[src/hdl/palette_index_builder_macros.svh]
// Assertion macros for the palette index builder
`ifndef PALETTE_INDEX_BUILDER_MACROS_SVH
`define PALETTE_INDEX_BUILDER_MACROS_SVH
`ifndef SYNTHESIS
`define PIB_ASSERT_IMPLY(label, clk, rst, ante, cons) \
   label: assert property (@(posedge clk) disable iff (rst) (ante) |-> (cons)) \
      else $error("assertion failed");
`define PIB_ASSERT_NEXT(label, clk, rst, ante, cons) \
   label: assert property (@(posedge clk) disable iff (rst) (ante) |=> (cons)) \
      else $error("assertion failed");
`define PIB_ASSERT_DELAY(label, clk, rst, ante, dly, cons) \
   label: assert property (@(posedge clk) disable iff (rst) (ante) |-> ##(dly) (cons)) \
      else $error("assertion failed");
`else
`define PIB_ASSERT_IMPLY(label, clk, rst, ante, cons)
`define PIB_ASSERT_NEXT(label, clk, rst, ante, cons)
`define PIB_ASSERT_DELAY(label, clk, rst, ante, dly, cons)
`endif
`endif

[src/hdl/pib_pkg.sv]
// Shared constants and types for the palette index builder
`timescale 1ns / 1ps
package pib_pkg;
   localparam int PALETTE_DEPTH = 256;
   localparam int BYTE_W        = 8;
   localparam int WORD_W        = 32;
   localparam int PART_W        = 24;
   localparam int INDEX_W       = 8;
   localparam logic [1:0] PHASE_LAST = 2'd3;

   typedef struct packed {
      logic valid;
      logic done;
      logic is_new;
   } ctrl_type;
endpackage

[src/hdl/pib_cell.sv]
// Palette cell: holds one colour, matches or claims a passing word
`timescale 1ns / 1ps
module pib_cell #(
   parameter int SLOT    = 0,
   parameter int INDEX_W = pib_pkg::INDEX_W
) (
   input  logic                        clock,
   input  logic                        reset,
   input  pib_pkg::ctrl_type           in_ctrl,
   input  logic [pib_pkg::WORD_W-1:0]  in_word,
   input  logic [INDEX_W-1:0]          in_idx,
   output pib_pkg::ctrl_type           out_ctrl,
   output logic [pib_pkg::WORD_W-1:0]  out_word,
   output logic [INDEX_W-1:0]          out_idx
);
   logic                       used_ff, used_in;
   logic [pib_pkg::WORD_W-1:0] color_ff, color_in;
   pib_pkg::ctrl_type          ctrl_ff, ctrl_in;
   logic [pib_pkg::WORD_W-1:0] word_ff;
   logic [INDEX_W-1:0]         idx_ff, idx_in;
   logic                       search;

   assign search = in_ctrl.valid && !in_ctrl.done;

   always_comb begin
      used_in  = used_ff;
      color_in = color_ff;
      ctrl_in  = in_ctrl;
      idx_in   = in_idx;
      if (search) begin
         if (!used_ff) begin
            used_in        = 1'b1;
            color_in       = in_word;
            ctrl_in.done   = 1'b1;
            ctrl_in.is_new = 1'b1;
            idx_in         = INDEX_W'(SLOT);
         end else if (color_ff == in_word) begin
            ctrl_in.done = 1'b1;
            idx_in       = INDEX_W'(SLOT);
         end
      end
   end

   always_ff @(posedge clock) begin
      if (reset) begin
         used_ff <= 1'b0;
         ctrl_ff <= '0;
      end else begin
         used_ff <= used_in;
         ctrl_ff <= ctrl_in;
      end
      color_ff <= color_in;
      word_ff  <= in_word;
      idx_ff   <= idx_in;
   end

   assign out_ctrl = ctrl_ff;
   assign out_word = word_ff;
   assign out_idx  = idx_ff;
endmodule

[config.mk]
export PLATFORM = sky130hd
export DESIGN_NAME = pib_cell
export DESIGN_NICKNAME = d
export VERILOG_FILES = /design/src/hdl/palette_index_builder_macros.svh /design/src/hdl/pib_pkg.sv /design/src/hdl/pib_cell.sv
export SDC_FILE = /design/constraint.sdc
export NUM_CORES = 1
export LEC_CHECK = 0
export CORE_MARGIN = 1.5
export CORE_UTILIZATION = 59
export DETAILED_ROUTE_END_ITERATION = 10
export DONT_BUFFER_PORTS = 1
export GPL_ROUTABILITY_DRIVEN = 0
export PLACE_DENSITY = 0.75
export SLEW_MARGIN = 30
export SYNTH_ARGS = -nofsm -noshare
export SYNTH_HDL_FRONTEND = slang
export SYNTH_SLANG_ARGS = --single-unit
[constraint.sdc]
create_clock -name clock -period 2.02 [get_ports clock]
set_input_delay 0.202 -clock clock [delete_from_list [all_inputs] [get_ports clock]]
set_output_delay 0.202 -clock clock [all_outputs]
set_load 0.02 [all_outputs]
After elaboration in Yosys (flattened, before gate mapping)

Cells that the tools add are included.

Equal/unequal tests: 1
Multiplexer cells: 7
Bitwise gates (word level): 1
Reductions and logical operators: 3

Operators with widths:

| cell                | number |
|---|---|
| 32-bit == test      | 1 |
| 8-bit 2-to-1 mux    | 3 |
| 1-bit 2-to-1 mux    | 3 |
| 2-bit 2-to-1 mux    | 1 |
| 2-bit AND reduction | 1 |
| 1-bit logical AND   | 1 |
| 1-bit logical NOT   | 1 |
| 1-bit NOT           | 1 |

Register bits: 76
Output and inout bits: 43
Word-level logic and storage cells: 19

Logic depth before layout (Yosys ltp)

Depth after elaboration: 4
Mapped depth: 6
Gate-level depth less buffers: 5

Least setup slack after synthesis

OpenSTA, ideal clock, no wires.

Path kind: input to register
Start point: input port in_ctrl[2] in the netlist's numbering
End point: register color_ff[0] in the netlist's numbering, enable pin
Setup time: 0.388 ns
Arrival time: 1.302 ns
Setup slack: 0.330 ns
Stages on the path: 4
Path through: nor2b_1 -> nand2b_1 -> clkbuf_1 -> inv_1

Longest elaborated chain between the ends: 2

RTL lines:

| what                                 | line           | text |
|---|---|---|
| from (decl)                          | pib_cell.sv:9  | `input pib_pkg::ctrl_type in_ctrl,` |
| 1-bit logical AND                    | pib_cell.sv:23 | `assign search = in_ctrl.valid && !in_ctrl.done;` |
| 2-bit AND reduction (no source line) | -              |  |
| to (signal assigned)                 | pib_cell.sv:52 | `color_ff <= color_in;` |
| to (decl)                            | pib_cell.sv:17 | `logic [pib_pkg::WORD_W-1:0] color_ff, color_in;` |

Every way passes these cells.
A chain may end at the register's enable or synchronous reset.

Worst setup path in the final report

Start point: register color_ff[19] in the netlist's numbering
End point: register ctrl_ff (netlist bit out_ctrl[1])

Longest elaborated chain between the ends: 4

RTL lines:

| what                 | line           | text |
|---|---|---|
| 32-bit == test       | pib_cell.sv:37 | `end else if (color_ff == in_word) begin` |
| 1-bit 2-to-1 mux     | pib_cell.sv:37 |  |
| 1-bit 2-to-1 mux     | pib_cell.sv:31 | `if (!used_ff) begin` |
| 2-bit 2-to-1 mux     | pib_cell.sv:30 | `if (search) begin` |
| to (signal assigned) | pib_cell.sv:50 | `ctrl_ff <= ctrl_in;` |
| to (decl)            | pib_cell.sv:18 | `pib_pkg::ctrl_type ctrl_ff, ctrl_in;` |

Every way passes these cells.

==> impl_results.md <==
* Max_cap viols at 0
* Crit start category: register
* Worst-skew pair later-pin latency at around 0.33 ns
* Syn avg cell area at around 16 um^2
* # IOs at 88
* Post-synthesis sequential area ratio at between 70% and 80%
* Final instance area at ~3000 um^2
* Layout Nets at between 200 and 250
* Syn_nets at ~190
* Final hold violations at 0
* Worst hold path stage count at 1
* Cell area after placement at roughly 2400 um^2
* Worst EP arrival at 1.99 ns
* Die Span Y at 65.67 um
* TritonCTS buffer count at 9
* Reg power frac at 61.8%
* Flops & latches, synth at 76
* Final Max Slew Viols at 0
* CTS Root Cell: clkbuf_8
* Clk pwr share at around 33%
* Synthesized instance count at 147
* Worst Hold End: out_ctrl[1]
* Async set or reset register ratio after synthesis at 0%
* GRT Overall Usage at 22.55%
* DR DRC count at 0
* Max Clock Skew at ~0.006 ns
* Endpoint class of the critical path: register
* Vias per inst at 5.055
* RSZ-0062 raised after global routing: no
* Area leader, netlist: edfxtp_1
* P&R area growth vs syn at 28.40%
* Least-Margin Pin Slew at between 0.3 and 0.4 ns
* Vias at 1279
* Drt initial violations at 74
* Reg-to-reg endpoint: out_ctrl[1]
* Die Width at 65.67 um
* Total clock sinks at 76
* Worst IR drop on VDD at approximately 0.72 mV
* Fmax at slightly below 600 MHz
* Core area at approximately 3700 um^2
* Most used flip-flop cell after synthesis: dfxtp_1
* Part of the cycle the worst path needs at between 80% and 90%
* Status: completed
* Final HPWL DP at 2.504 mm
* Yosys cell types at 16
* CP Max Fanout at 9
* Switching Share at 22.06%
* Rows at 22
* Global-route wire length before repair at just under 7 mm
* H-tree levels at 3
* Overflow left after global routing at 0
* Tmin final at about 1.7 ns
* Port buffer count at 0
* Setup TNS at 0 ns
* CTS Buffer Depth at 2
* Worst EP required at 2.29 ns
* Launch point of the worst reg-to-reg path: color_ff[19]
* Routed WL per cell at ~17 um
* Part of the power in combinational logic at between 5 and 6%
* R2R depth at 5
* Min-Delay Startpoint: in_ctrl[1]
* Most frequent cell after synthesis: dfxtp_1
* Initial antenna violation count at 0
* CTS-repair resized insts at 0
* Pint at between 2 and 2.5 mW
* Vias in the first global route at 1388
* Final ANT Viol Nets at 0
* Initial Util at approximately 62%
* TritonRoute pass-1 iters at 4
* PD cells at slightly below 1000 nW/um^2
* R2r setup slk at roughly 0.30 ns
* Synthesized area at approximately 2300 um^2
* Yosys top cell area share at between 40% and 50%
* HP Class: primary input to register
* LEAKAGE at 1.170 nW
* Yosys warning total at 0
* Post-synth top cells: dfxtp_1, edfxtp_1, xor2_1
* Setup CP Type: register to register
* Final setup vio count at 0
* Synth area leaders: edfxtp_1, dfxtp_1, xor2_1, nor2_1, nor4_1
* Switching Power at approximately 0.64 mW
* CTS tree: built
* Drt total wl at around 4.4 mm
* Clock-pin slew on the worst setup and hold paths at 0.07 ns
* Headroom to the max-slew limit at between 70 and 80%
* Post-synth EDFFs at 32
* Layout cells sized above 1 at around 6.3%
* N_diodes at 0
* Largest net degree at the start of global routing at 33
* Die area at approximately 4300 um^2
==> critical path, cell delays in order, from the launching register on <==
cell      delay, ns
edfxtp_1       0.40
xor2_1         0.16
nor4_1         0.35
nand4_1        0.22
nor3_4         0.37
o31a_1         0.17
==> power groups by stage <==
stage / clock [mW] / combinational, mW / sequential [mW]
after floorplan: 0 / 0.0662 / 1.80
after global placement: 0 / 0.0810 / 1.81
after detailed placement: 0 / 0.0842 / 1.81
after CTS: 0.949 / 0.160 / 1.78
after global routing: 1.04 / 0.178 / 1.79
final: 0.939 / 0.161 / 1.78
==> sequential cells by signal, indices dropped and copies added, names as in the netlist <==
name,count
out_idx,8
out_ctrl,3
color_ff,32
used_ff,1
out_word,32
==> cells by family after synthesis <==
| kind of cell | after synthesis | synth area share (%) |
|---|---|---|
| buffers and inverters | 3 | 0.4859 |
| XOR/XNOR | 32 | 12.10 |
| AND/OR/NAND/NOR | 35 | 7.559 |
| flip-flops | 76 | 79.48 |
| AO/OA/AOI/OAI | 1 | 0.3780 |
==> routing by layer <==
layer,global-route usage (%),vias up,share of wire (%)
met3,7.363,7,6.6
met2,37.50,47,54
met5,0,-,0
met4,10.94,0,1.3
met1,26.21,619,38
li1,-,606,-
==> worst max-delay path by stage <==
stage	cells past startpoint	slack, ns	startpoint	end
2_1_floorplan	4	0.33	in_ctrl[2]	color_ff[0]
3_3_place_gp	5	0.34	color_ff[6]	out_ctrl[1]
3_5_place_dp	5	0.26	color_ff[6]	out_idx[2]
4_1_cts	5	0.24	color_ff[25]	out_ctrl[1]
5_1_grt	5	0.13	color_ff[19]	out_idx[1]
6_report	5	0.30	color_ff[19]	out_ctrl[1]
==> metrics by stage <==
step	hold slack, ns	setup slack (ns)	power, mW	instances	utilization (%)
final	0.02851	0.2952	2.880	253	80.07
after global routing	0.01008	0.1305	3.006	253	80.07
after CTS	0.01223	0.2447	2.888	253	80.07
after detailed placement	0.2298	0.2595	1.897	195	64.41
after global placement	0.2299	0.3440	1.891	195	64.41
after floorplan	0.2297	0.3299	1.870	147	-
==> repair_timing <==
item | in CTS | in global routing
hold endpoints to repair | 75 | 0
setup buffers | 0 | 0
hold buffers | 42 | 0
==> final cells by class <==
| cell class | instances | area, um^2 |
|---|---|---|
| flip-flops and latches | 76 | 1842 |
| fillers | 220 | 740.7 |
| multi-input cells | 68 | 464.2 |
| repair buffers | 43 | 440.4 |
| clock buffers | 12 | 145.1 |
| well taps | 48 | 60.06 |
| clock inverters | 4 | 16.27 |
| inverters | 2 | 7.507 |
==> cells in the final DEF, fill, tap and decap left out, drive strengths merged <==
cell type | Yosys | final
o31a | 1 | 1
clkinv | 0 | 4
nor3 | 2 | 2
clkbuf | 1 | 12
nand4 | 1 | 1
nor2b | 2 | 2
buf | 0 | 1
nand2 | 8 | 8
xor2 | 31 | 31
dlygate4sd3 | 0 | 42
edfxtp | 32 | 32
xnor2 | 1 | 1
nor4 | 7 | 7
nor2 | 12 | 12
nand2b | 1 | 1
dfxtp | 44 | 44
inv | 2 | 2
nand3 | 2 | 2
Note: power is estimated with default switching activity, not from simulation.
