File: src/hdl/palette_index_builder_macros.svh
// Assertion macros for the palette index builder
`ifndef PALETTE_INDEX_BUILDER_MACROS_SVH
`define PALETTE_INDEX_BUILDER_MACROS_SVH
`ifndef SYNTHESIS
`define PIB_ASSERT_IMPLY(label, clk, rst, ante, cons) \
   label: assert property (@(posedge clk) disable iff (rst) (ante) |-> (cons)) \
      else $error("assertion failed");
`define PIB_ASSERT_NEXT(label, clk, rst, ante, cons) \
   label: assert property (@(posedge clk) disable iff (rst) (ante) |=> (cons)) \
      else $error("assertion failed");
`define PIB_ASSERT_DELAY(label, clk, rst, ante, dly, cons) \
   label: assert property (@(posedge clk) disable iff (rst) (ante) |-> ##(dly) (cons)) \
      else $error("assertion failed");
`else
`define PIB_ASSERT_IMPLY(label, clk, rst, ante, cons)
`define PIB_ASSERT_NEXT(label, clk, rst, ante, cons)
`define PIB_ASSERT_DELAY(label, clk, rst, ante, dly, cons)
`endif
`endif

File: src/hdl/pib_pkg.sv
// Shared constants and types for the palette index builder
`timescale 1ns / 1ps
package pib_pkg;
   localparam int PALETTE_DEPTH = 256;
   localparam int BYTE_W        = 8;
   localparam int WORD_W        = 32;
   localparam int PART_W        = 24;
   localparam int INDEX_W       = 8;
   localparam logic [1:0] PHASE_LAST = 2'd3;

   typedef struct packed {
      logic valid;
      logic done;
      logic is_new;
   } ctrl_type;
endpackage

File: src/hdl/pib_pack.sv
// Byte packer: gathers four bytes into one pixel word
`timescale 1ns / 1ps
module pib_pack (
   input  logic                        clock,
   input  logic                        reset,
   input  logic                        byte_valid,
   input  logic [pib_pkg::BYTE_W-1:0]  byte_data,
   output pib_pkg::ctrl_type           tok_ctrl,
   output logic [pib_pkg::WORD_W-1:0]  tok_word
);
   logic [1:0]                 phase_ff, phase_in;
   logic [pib_pkg::PART_W-1:0] partial_ff, partial_in;
   pib_pkg::ctrl_type          ctrl_ff, ctrl_in;
   logic [pib_pkg::WORD_W-1:0] word_ff, word_in;
   logic                       last;

   assign last = (phase_ff == pib_pkg::PHASE_LAST);

   always_comb begin
      phase_in       = phase_ff;
      partial_in     = partial_ff;
      word_in        = word_ff;
      ctrl_in        = '0;
      if (byte_valid) begin
         if (last) begin
            phase_in      = '0;
            partial_in    = '0;
            word_in       = {partial_ff, byte_data};
            ctrl_in.valid = 1'b1;
         end else begin
            phase_in   = phase_ff + 2'd1;
            partial_in = {partial_ff[pib_pkg::PART_W-pib_pkg::BYTE_W-1:0], byte_data};
         end
      end
   end

   always_ff @(posedge clock) begin
      if (reset) begin
         phase_ff   <= '0;
         partial_ff <= '0;
         ctrl_ff    <= '0;
      end else begin
         phase_ff   <= phase_in;
         partial_ff <= partial_in;
         ctrl_ff    <= ctrl_in;
      end
      word_ff <= word_in;
   end

   assign tok_ctrl = ctrl_ff;
   assign tok_word = word_ff;
endmodule

File: config.mk
export PLATFORM = sky130hd
export DESIGN_NAME = pib_pack
export DESIGN_NICKNAME = d
export VERILOG_FILES = /design/src/hdl/palette_index_builder_macros.svh /design/src/hdl/pib_pkg.sv /design/src/hdl/pib_pack.sv
export SDC_FILE = /design/constraint.sdc
export NUM_CORES = 1
export LEC_CHECK = 0
export BUFFER_PORTS_ARGS = -buffer_cell sky130_fd_sc_hd__buf_2
export CORE_UTILIZATION = 30
export CTS_BUF_LIST = sky130_fd_sc_hd__clkbuf_2 sky130_fd_sc_hd__clkbuf_4 sky130_fd_sc_hd__clkbuf_8
export CTS_CLUSTER_DIAMETER = 100
export CTS_CLUSTER_SIZE = 20
export DETAILED_ROUTE_END_ITERATION = 10
export PLACE_DENSITY = 0.55
export SYNTH_ARGS = -nofsm -noshare
export SYNTH_HDL_FRONTEND = slang
export SYNTH_SLANG_ARGS = --single-unit
File: constraint.sdc
create_clock -name clock -period 6.53 [get_ports clock]
set_input_delay 1.6325 -clock clock [delete_from_list [all_inputs] [get_ports clock]]
set_output_delay 1.6325 -clock clock [all_outputs]
set_load 0.02 [all_outputs]
======== Word-level counts from Yosys, hierarchy flattened ========
Cells that the tools add are included.
storage, ports and cells
  word-level logic and storage cells ...... 14
  bits in latches ......................... 0
  memories ................................ 0
  bits in registers ....................... 61
  output and inout bits ................... 35
  input port bits ......................... 11
  memory bits (read-only) ................. 0
  bits in writable memories ............... 0
cells by class
  equality and inequality tests ........... 1
  div/mod/pow operators ................... 0
  multipliers ............................. 0
  bitwise logic cells ..................... 1
  mux-type cells .......................... 3
  reduce and logical (&&, ||, !) cells .... 2
  shift-type cells ........................ 0
  add/subtract/negate cells ............... 1
  order comparisons ....................... 0
operators by type and width
  cell                                                            count
  24-bit two-way mux                                              1
  2-bit by 1-bit adder with 2-bit output (second input constant)  1
  2-bit equality test (second input constant)                     1
  2-bit two-way mux                                               1
  2-bit AND reduction                                             1
  2-bit OR reduction                                              1
  1-bit two-way mux                                               1
  1-bit NOT                                                       1

======== Depth between registers and ports, before layout ========
Gate-level depths: netlist of run 1.
  depth after elaboration ................. 2
  gate-level depth with buffers ........... 5

======== Worst setup path before layout of run 1 ========
OpenSTA, ideal clock, no wires.
  path type ............................... input to register
  from .................................... in byte_valid
  to ...................................... reg word_ff, in the netlist tok_word[0] (enable)
  arrival time ............................ 2.868 ns
  data required time ...................... 6.138 ns
  slack ................................... 3.270 ns
  cell stages on the path ................. 3
  cells stage by stage .................... buf_2 -> clkbuf_1 -> and2_1
on the way
  word-level cells in the longest chain between the ends .. 1
RTL lines
  item                                  line            source
  from (decl)                           pib_pack.sv:6   input logic byte_valid,
  2-bit AND reduction (no source line)  --
  to (signal assigned)                  pib_pack.sv:47  word_ff <= word_in;
  to (decl)                             pib_pack.sv:14  logic [pib_pkg::WORD_W-1:0] word_ff, word_in;
No other way between the ends.
A chain may end at the register's enable or synchronous reset.

======== Worst setup path after layout of run 1 ========
  from .................................... in byte_valid
  to ...................................... reg word_ff, in the netlist tok_word[20] (enable)
The elaborated chain is that of the path after synthesis.

==> flow_summary.ini, run 1 <==
[floorplanning]
initial_utilization = 0.315
vert_die_dim_um = 86.9
rows = 30
design.core.area_um2 = 6870
die_width_um = 86.9
top_level_ports = 46
die_area_um2 = 7560

[route]
detailroute.via_count = 1257
route.final.wire_length_um = 3680
drt_first_pass_iters = 4
drt_iter0_drc = 95
route.detailed.wl_per_inst_um = 12.3
drc = 0
vias_per_cell = 4.20
antenna_left = 0

[setup_path]
critical_path_peak_fanout = 53
crit_slowest_cell = and2_2
critical-path-top-delay-family = simple AND/OR/NAND/NOR gates
setup.worst_path.end_class = flop
critical_path_buffer_and_inverter_count = 1
slowest_delay_ps = 820
worstPathArrival_ps = 3170
crit_type = in2reg
type_of_element_launching_the_critical_path = input port
timing.critical_path.cells = buf_2 > and2_2
crit_required_ps = 6480

[power]
power_per_cell_area_nw_per_um2 = 303
max-vdd-ir-drop_v = 0.000102
cellLeakagePower_uw = 0.000918

[global_route]
remaining_overflow_grt = 0
grt_antenna_before_repair = 0
grt_first_pass_wirelength_um = 5900
grt_use_total = 0.108
via_count_of_the_first_global_routing_pass = 1212
grt_max_degree = 54

[logic_synthesis]
ys_types = 21
ys.flop_type = edfxtp_1
yosysTopAreaCellShare = 0.444
ys_top_cells_by_count = edfxtp_1 (32), dfxtp_1 (27), nand2_1 (17), inv_1 (16), o32ai_2 (10)
synthesis.instances = 156
ys_ff_latch = 59
synth_top_area_cell = edfxtp_1
post_synth_main_area_contributors = edfxtp_1 (44%), dfxtp_1 (25%), o32ai_2 (7.5%)
yosysSeqAreaShare = 0.694
yosys_warnings = 0
synth-edff-count = 32
post-synth-top-count-cell = edfxtp_1
async_reset_ff_frac = 0
mean_instance_size_in_the_synthesized_netlist_um2 = 13.9
netlist_area_um2 = 2160

[clocking]
cts.path.max_buffers = 2
buffer_count_from_post_cts_setup_fixing = 0
numCtsBuffers = 9
cts-htree-levels = 3
cts_hold_buf = 0
cts_root_buffer = clkbuf_8
clk-insertion-delay-late_ps = 330
postCtsResizedCells = 0
clk_pin_slew_worst_paths_ps = 70
clock_sinks = 59
tritoncts = done

[status]
status = complete, no violations

[placed_design]
gp_routability_congestion = 0.664
numPortBuffers = 43
placement.cell_area_um2 = 2410
cell_total_after_placement = 283
hpwlAfterDp_um = 2100

[timing]
period_share = 0.493
final_period_minus_worst_setup_slack_ps = 3220
worst_clock_skew_ps = 7.97
setup_total_negative_slack_ps = 0
tightest_slew_ps = 934
rsz_0062_raised_after_global_routing = false
final-setup-viol-count = 0
report.final.hold_viol_count = 0
highest_achievable_clock_rate_ghz = 0.311
slew_viols_final = 0
max_slew_margin = 0.377

[finish]
drive_above_1_share = 0.340
syn2layout_area_growth_pct = 21.3
area_of_all_sequential_standard_cells_um2 = 1500
postLayoutCellArea_um2 = 2630
fill_cells = 676
insertedDiodeCount = 0
finalNonFillerCells = 299
nets = 211
multi_input_area_um2 = 513

[min_path]
hold_path_class = reg2reg

[job]
maximum_capacitance_violations = 0
[where the power goes]
group	internal, µW	switching [µW]
clock	222	138
sequential	398	4.98
combinational	11.7	21.5
total	632	165
[logic make-up (layout without fill, tap and decap cells)]
kind of cell / after synthesis / in the layout / share of synthesized area
AOI/OAI and AO/OA: 25 / 25 / 0.120
adders and majority gates: 2 / 2 / 0.0116
buffers and inverters: 29 / 75 / 0.0717
and+or+nand+nor: 39 / 39 / 0.0965
other: 1 / 2 / 0.00173
muxes: 1 / 1 / 0.00462
DFF: 59 / 59 / 0.694
[sequential cells by signal, indices dropped and copies added (netlist names)]
register,count
tok_word,32
partial_ff,24
tok_ctrl,1
phase_ff,2
[worst paths after layout]
check,start,endpoint,slack [ps],cells after the start
hold / removal,partial_ff[19],tok_word[27],420,0
setup / recovery,byte_valid,tok_word[20],3310,2
hold reg to reg,partial_ff[19],tok_word[27],420,0
setup reg to reg,phase_ff[0],partial_ff[15],4780,3
[metrics by stage]
| stage | setup WS [ps] | util | hold WS (ps) | power, µW |
|---|---|---|---|---|
| finish | 3310 | 0.382 | 425 | 796 |
| global route | 3160 | 0.382 | 438 | 828 |
| CTS | 3280 | 0.382 | 429 | 807 |
| detailed placement | 2920 | 0.351 | 414 | 445 |
| global placement | 2990 | 0.351 | 414 | 444 |
| floorplan | 3270 | - | 408 | 439 |
[placed cells by master (no fill, tap or decap)]
cell        n
nor2_1      2
clkinv_1    1
and2_2      1
mux2i_1     1
bufinv_16   2
inv_1      16
o32ai_2    10
o32ai_1     6
buf_2      43
clkbuf_8   10
nand3b_1    8
nand2_1    17
clkinv_2    3
edfxtp_1   32
nand2b_1    9
or2_1       1
ha_1        2
dfxtp_1    27
conb_1      2
a21oi_1     9
or3b_1      1
[per-layer routing]
layer  GRT usage  routed length, µm
met2       0.147               1550
met1       0.139               1830
met3      0.0455                227
met5           0                  0
met4      0.0682                 70
[layout make-up]
cell class,instances,share of cell area
sequential,59,0.572
multi-input combinational,69,0.195
timing repair buffer,43,0.0819
clock buffer,10,0.0524
tap,96,0.0457
clock inverter,6,0.0300
inverter,16,0.0229
Note: power is estimated with default switching activity, not from simulation.
==> run 2: changes to the inputs <==
- PLACE_DENSITY: 0.55 -> 0.57
- clock period: 6.53 -> 2.93 ns (I/O delays scaled with it)
==> run 2 against run 1 <==
Against the previous run: combinational power increased by 130%; clock power increased by 110%; sequential power increased by 120%; critical endpoint is now partial_ff[16]; design area increased by 0.29%.
==> flow_summary.ini, run 2 (same netlist as run 1, synthesis figures left out) <==
[setup_path]
critical_path_peak_fanout = 16
crit_type = reg2reg
type_of_element_launching_the_critical_path = flop
timing.critical_path.cells = ha_1 > or2_1 > o32ai_1
critical-path-top-delay-family = simple AND/OR/NAND/NOR gates
crit_required_ps = 3110
crit_slowest_cell = or2_1
setup.worst_path.end_class = flop
worstPathArrival_ps = 1930
critical_path_buffer_and_inverter_count = 0
slowest_delay_ps = 650

[min_path]
hold_path_class = reg2reg

[status]
status = complete, no violations

[timing]
tightest_slew_ps = 743
final_period_minus_worst_setup_slack_ps = 1750
highest_achievable_clock_rate_ghz = 0.570
report.final.hold_viol_count = 0
setup_total_negative_slack_ps = 0
max_slew_margin = 0.505
period_share = 0.599
rsz_0062_raised_after_global_routing = false
final-setup-viol-count = 0
slew_viols_final = 0
worst_clock_skew_ps = 10.3

[global_route]
grt_use_total = 0.104
grt_first_pass_wirelength_um = 5670
remaining_overflow_grt = 0
via_count_of_the_first_global_routing_pass = 1150
grt_max_degree = 53
grt_antenna_before_repair = 0

[clocking]
postCtsResizedCells = 0
cts.path.max_buffers = 2
clock_sinks = 59
buffer_count_from_post_cts_setup_fixing = 0
tritoncts = done
cts-htree-levels = 3
clk-insertion-delay-late_ps = 340
clk_pin_slew_worst_paths_ps = 60
numCtsBuffers = 9
cts_root_buffer = clkbuf_8
cts_hold_buf = 0

[finish]
mostFrequentLayoutCells = buf_2 (43), edfxtp_1 (32), dfxtp_1 (27)
nets = 213
finalNonFillerCells = 301
syn2layout_area_growth_pct = 21.7
layout_commonest_cell = buf_2
drive_above_1_share = 0.351
utilization = 0.383
largest_register_ffs = 32
insertedDiodeCount = 0

[placed_design]
numPortBuffers = 43
gp_routability_congestion = 0.629
hpwlAfterDp_um = 2050
cell_total_after_placement = 285

[job]
maximum_capacitance_violations = 0

[power]
max-vdd-ir-drop_v = 0.000201
power_per_cell_area_nw_per_um2 = 659
cellLeakagePower_uw = 0.000925

[floorplanning]
vert_die_dim_um = 86.9
die_area_um2 = 7560
initial_utilization = 0.315
die_width_um = 86.9
top_level_ports = 46
design.core.area_um2 = 6870
rows = 30

[route]
antenna_left = 0
route.final.wire_length_um = 3450
drt_iter0_drc = 99
drt_first_pass_iters = 4
drc = 0
detailroute.via_count = 1239
route.detailed.wl_per_inst_um = 11.5
vias_per_cell = 4.12
## run 2: changes by cell type in the layout (fill, tap and decap cells not counted)
cell       change
bufinv_16      -1
buf_4          +2
clkbuf_8       +1
clkbuf_4       +3
clkinv_2       -2
clkinv_1       -1
## run 2: metrics by stage
| step | hold WS, ps | setup slack, ps | area, µm² | total power (µW) |
|---|---|---|---|---|
| floorplan | 408 | 570 | 2170 | 978 |
| global placement | 415 | 1080 | 2420 | 991 |
| detailed placement | 415 | 1030 | 2420 | 992 |
| CTS | 428 | 1150 | 2630 | 1760 |
| global route | 434 | 1070 | 2630 | 1810 |
| finish | 427 | 1180 | 2630 | 1740 |
## run 2: final cells by class
| class | count | area [µm²] |
|---|---|---|
| fillers | 677 | 4240 |
| flip-flops and latches | 59 | 1500 |
| multi-input cells | 69 | 513 |
| repair buffers | 45 | 230 |
| clock buffers | 14 | 174 |
| well taps | 96 | 120 |
| inverters | 16 | 60.1 |
| clock inverters | 2 | 35.0 |
## run 2: final timing paths
kind                                startpoint              to  slack (ps)  cells after the start
worst max register to register     phase_ff[0]  partial_ff[16]        1180                      3
worst max-delay path               phase_ff[0]  partial_ff[16]        1180                      3
worst min register to register  partial_ff[17]    tok_word[25]         430                      0
worst min-delay path            partial_ff[17]    tok_word[25]         430                      0
## run 2: power breakdown
part | internal [µW] | total [µW] | leakage [µW] | switching (µW)
combinational | 27.6 | 75.1 | 0.000311 | 47.5
clock | 467 | 763 | 0.000111 | 296
sequential | 887 | 898 | 0.000504 | 10.6
total | 1380 | 1740 | 0.000925 | 354
## run 2: layer usage
metal	track usage	wire length (µm)	vias up	share of wire
met5	0	0	-	0
met4	0.0773	119	0	0.034
met3	0.0502	279	10	0.081
met2	0.136	1470	32	0.43
met1	0.132	1580	564	0.46
li1	-	-	633	-
==> run 3: changes to the inputs <==
- PLACE_DENSITY: 0.57 -> 0.55
- clock period: 2.93 -> 1.7 ns (I/O delays scaled with it)
==> run 3 against run 2 <==
Against the previous run: highest routed layer unchanged; global-route usage is 0.15 points higher; first-iteration DRC count is 17% lower; die area stayed put; critical path depth stayed put; clock power is 47% higher; via count is 2.2% higher; core utilization is 0.20 points lower; wire length is 3.7% higher.
==> flow_summary.ini, run 3 (same netlist as run 1, synthesis figures left out) <==
[floorplanning]
vert_die_dim_um = 86.9
die_area_um2 = 7560
design.core.area_um2 = 6870
initial_utilization = 0.315
top_level_ports = 46
rows = 30
die_width_um = 86.9

[clocking]
cts_root_buffer = clkbuf_8
postCtsResizedCells = 0
cts.path.max_buffers = 2
cts-htree-levels = 3
clk_pin_slew_worst_paths_ps = 60
clock_sinks = 59
clk-insertion-delay-late_ps = 330
numCtsBuffers = 9
cts_hold_buf = 0
tritoncts = done
buffer_count_from_post_cts_setup_fixing = 0

[timing]
final-setup-viol-count = 0
slew_viols_final = 0
final_period_minus_worst_setup_slack_ps = 1500
worst_clock_skew_ps = 5.93
max_slew_margin = 0.506
highest_achievable_clock_rate_ghz = 0.668
report.final.hold_viol_count = 0
rsz_0062_raised_after_global_routing = false
tightest_slew_ps = 742
period_share = 0.880
timing.final.ws_setup_ps = 203
setup_total_negative_slack_ps = 0

[route]
top_layer_used = met4
drc = 0
vias_per_cell = 4.18
met1Wirelength_um = 1740
route.final.wire_length_um = 3580
antenna_left = 0
route.detailed.wl_per_inst_um = 11.8
met3WireLength_um = 195
detailroute.via_count = 1266
drt_first_pass_iters = 5
drt_iter0_drc = 82
met2RoutedLength_um = 1610

[power]
max-vdd-ir-drop_v = 0.000447
total_power_uw = 2810
power_per_cell_area_nw_per_um2 = 1070
cellLeakagePower_uw = 0.000921

[finish]
fill_cells = 694
nets = 215
mostFrequentLayoutCells = buf_2 (43), edfxtp_1 (32), dfxtp_1 (27)
insertedDiodeCount = 0
layout_commonest_cell = buf_2
largest_register_ffs = 32
drive_above_1_share = 0.348
syn2layout_area_growth_pct = 21.0
postLayoutCellArea_um2 = 2620

[setup_path]
critical_path_buffer_and_inverter_count = 0
type_of_element_launching_the_critical_path = flop
timing.critical_path.cells = ha_1 > or2_1 > o32ai_1
worstReg2RegStart = phase_ff[0]
setup.worst_path.end_class = flop
r2r_setup_slack_ps = 200
crit_slowest_cell = or2_1
crit_required_ps = 1870
crit_type = reg2reg
critical-path-top-delay-family = simple AND/OR/NAND/NOR gates
worstPathArrival_ps = 1670
critical_path_peak_fanout = 16
regToRegEndpoint = partial_ff[14]
ff2ff_path_depth = 3
slowest_delay_ps = 590

[job]
maximum_capacitance_violations = 0

[placed_design]
hpwlAfterDp_um = 2230
numPortBuffers = 43
placement.cell_area_um2 = 2440
gp_routability_congestion = 0.644
dp_worst_setup_slack_ps = 195

[status]
status = complete, no violations

[global_route]
grt_use_total = 0.106
grt_antenna_before_repair = 0
remaining_overflow_grt = 0
via_count_of_the_first_global_routing_pass = 1152
grt_first_pass_wirelength_um = 5720
grt_max_degree = 33

[min_path]
worstHoldEndpoint = tok_word[1]
hold_path_depth = 1
min_from = byte_data[1]
hold_path_class = in2reg
==> run 3: cell count changes in the layout (fill, tap and decap cells not counted), sizes merged <==
cell | before | now
clkinv | 1 | 3
bufinv | 1 | 0
buf | 45 | 47
clkbuf | 14 | 13
==> run 3: stage by stage <==
stage / instances / util / hold WS [ps]
global route: 303 / 0.381 / 270
CTS: 303 / 0.381 / 270
floorplan: 157 / - / 408
finish: 303 / 0.381 / 287
global placement: 287 / 0.355 / 417
detailed placement: 287 / 0.355 / 418
==> run 3: report_power, final <==
part | switching [µW] | internal (µW)
clock | 495 | 629
combinational | 82.5 | 49.9
sequential | 19.5 | 1530
total | 597 | 2210
==> run 3: cell type report <==
class / count / area, µm² / area share
multi-input combinational: 69 / 514 / 0.196
tap: 96 / 120 / 0.0458
inverter: 16 / 60.1 / 0.0229
sequential: 59 / 1500 / 0.573
timing repair buffer: 47 / 245 / 0.0936
clock buffer: 13 / 166 / 0.0635
clock inverter: 3 / 12.5 / 0.00478
==> run 3: metal layers <==
| metal | GRT usage | up-vias |
|---|---|---|
| met5 | 0 | - |
| met1 | 0.135 | 589 |
| met3 | 0.0464 | 4 |
| met4 | 0.0727 | 0 |
| li1 | - | 642 |
| met2 | 0.142 | 31 |
==> run 3: worst max path at each step <==
stage	from	endpoint	slack, ps	depth (start not counted)
2_1_floorplan	byte_valid	tok_word[0]	150	3
3_3_place_gp	reset	partial_ff[16]	240	3
3_5_place_dp	phase_ff[0]	partial_ff[14]	190	3
4_1_cts	phase_ff[0]	partial_ff[14]	190	3
5_1_grt	phase_ff[1]	partial_ff[13]	80	3
6_report	phase_ff[0]	partial_ff[14]	200	3
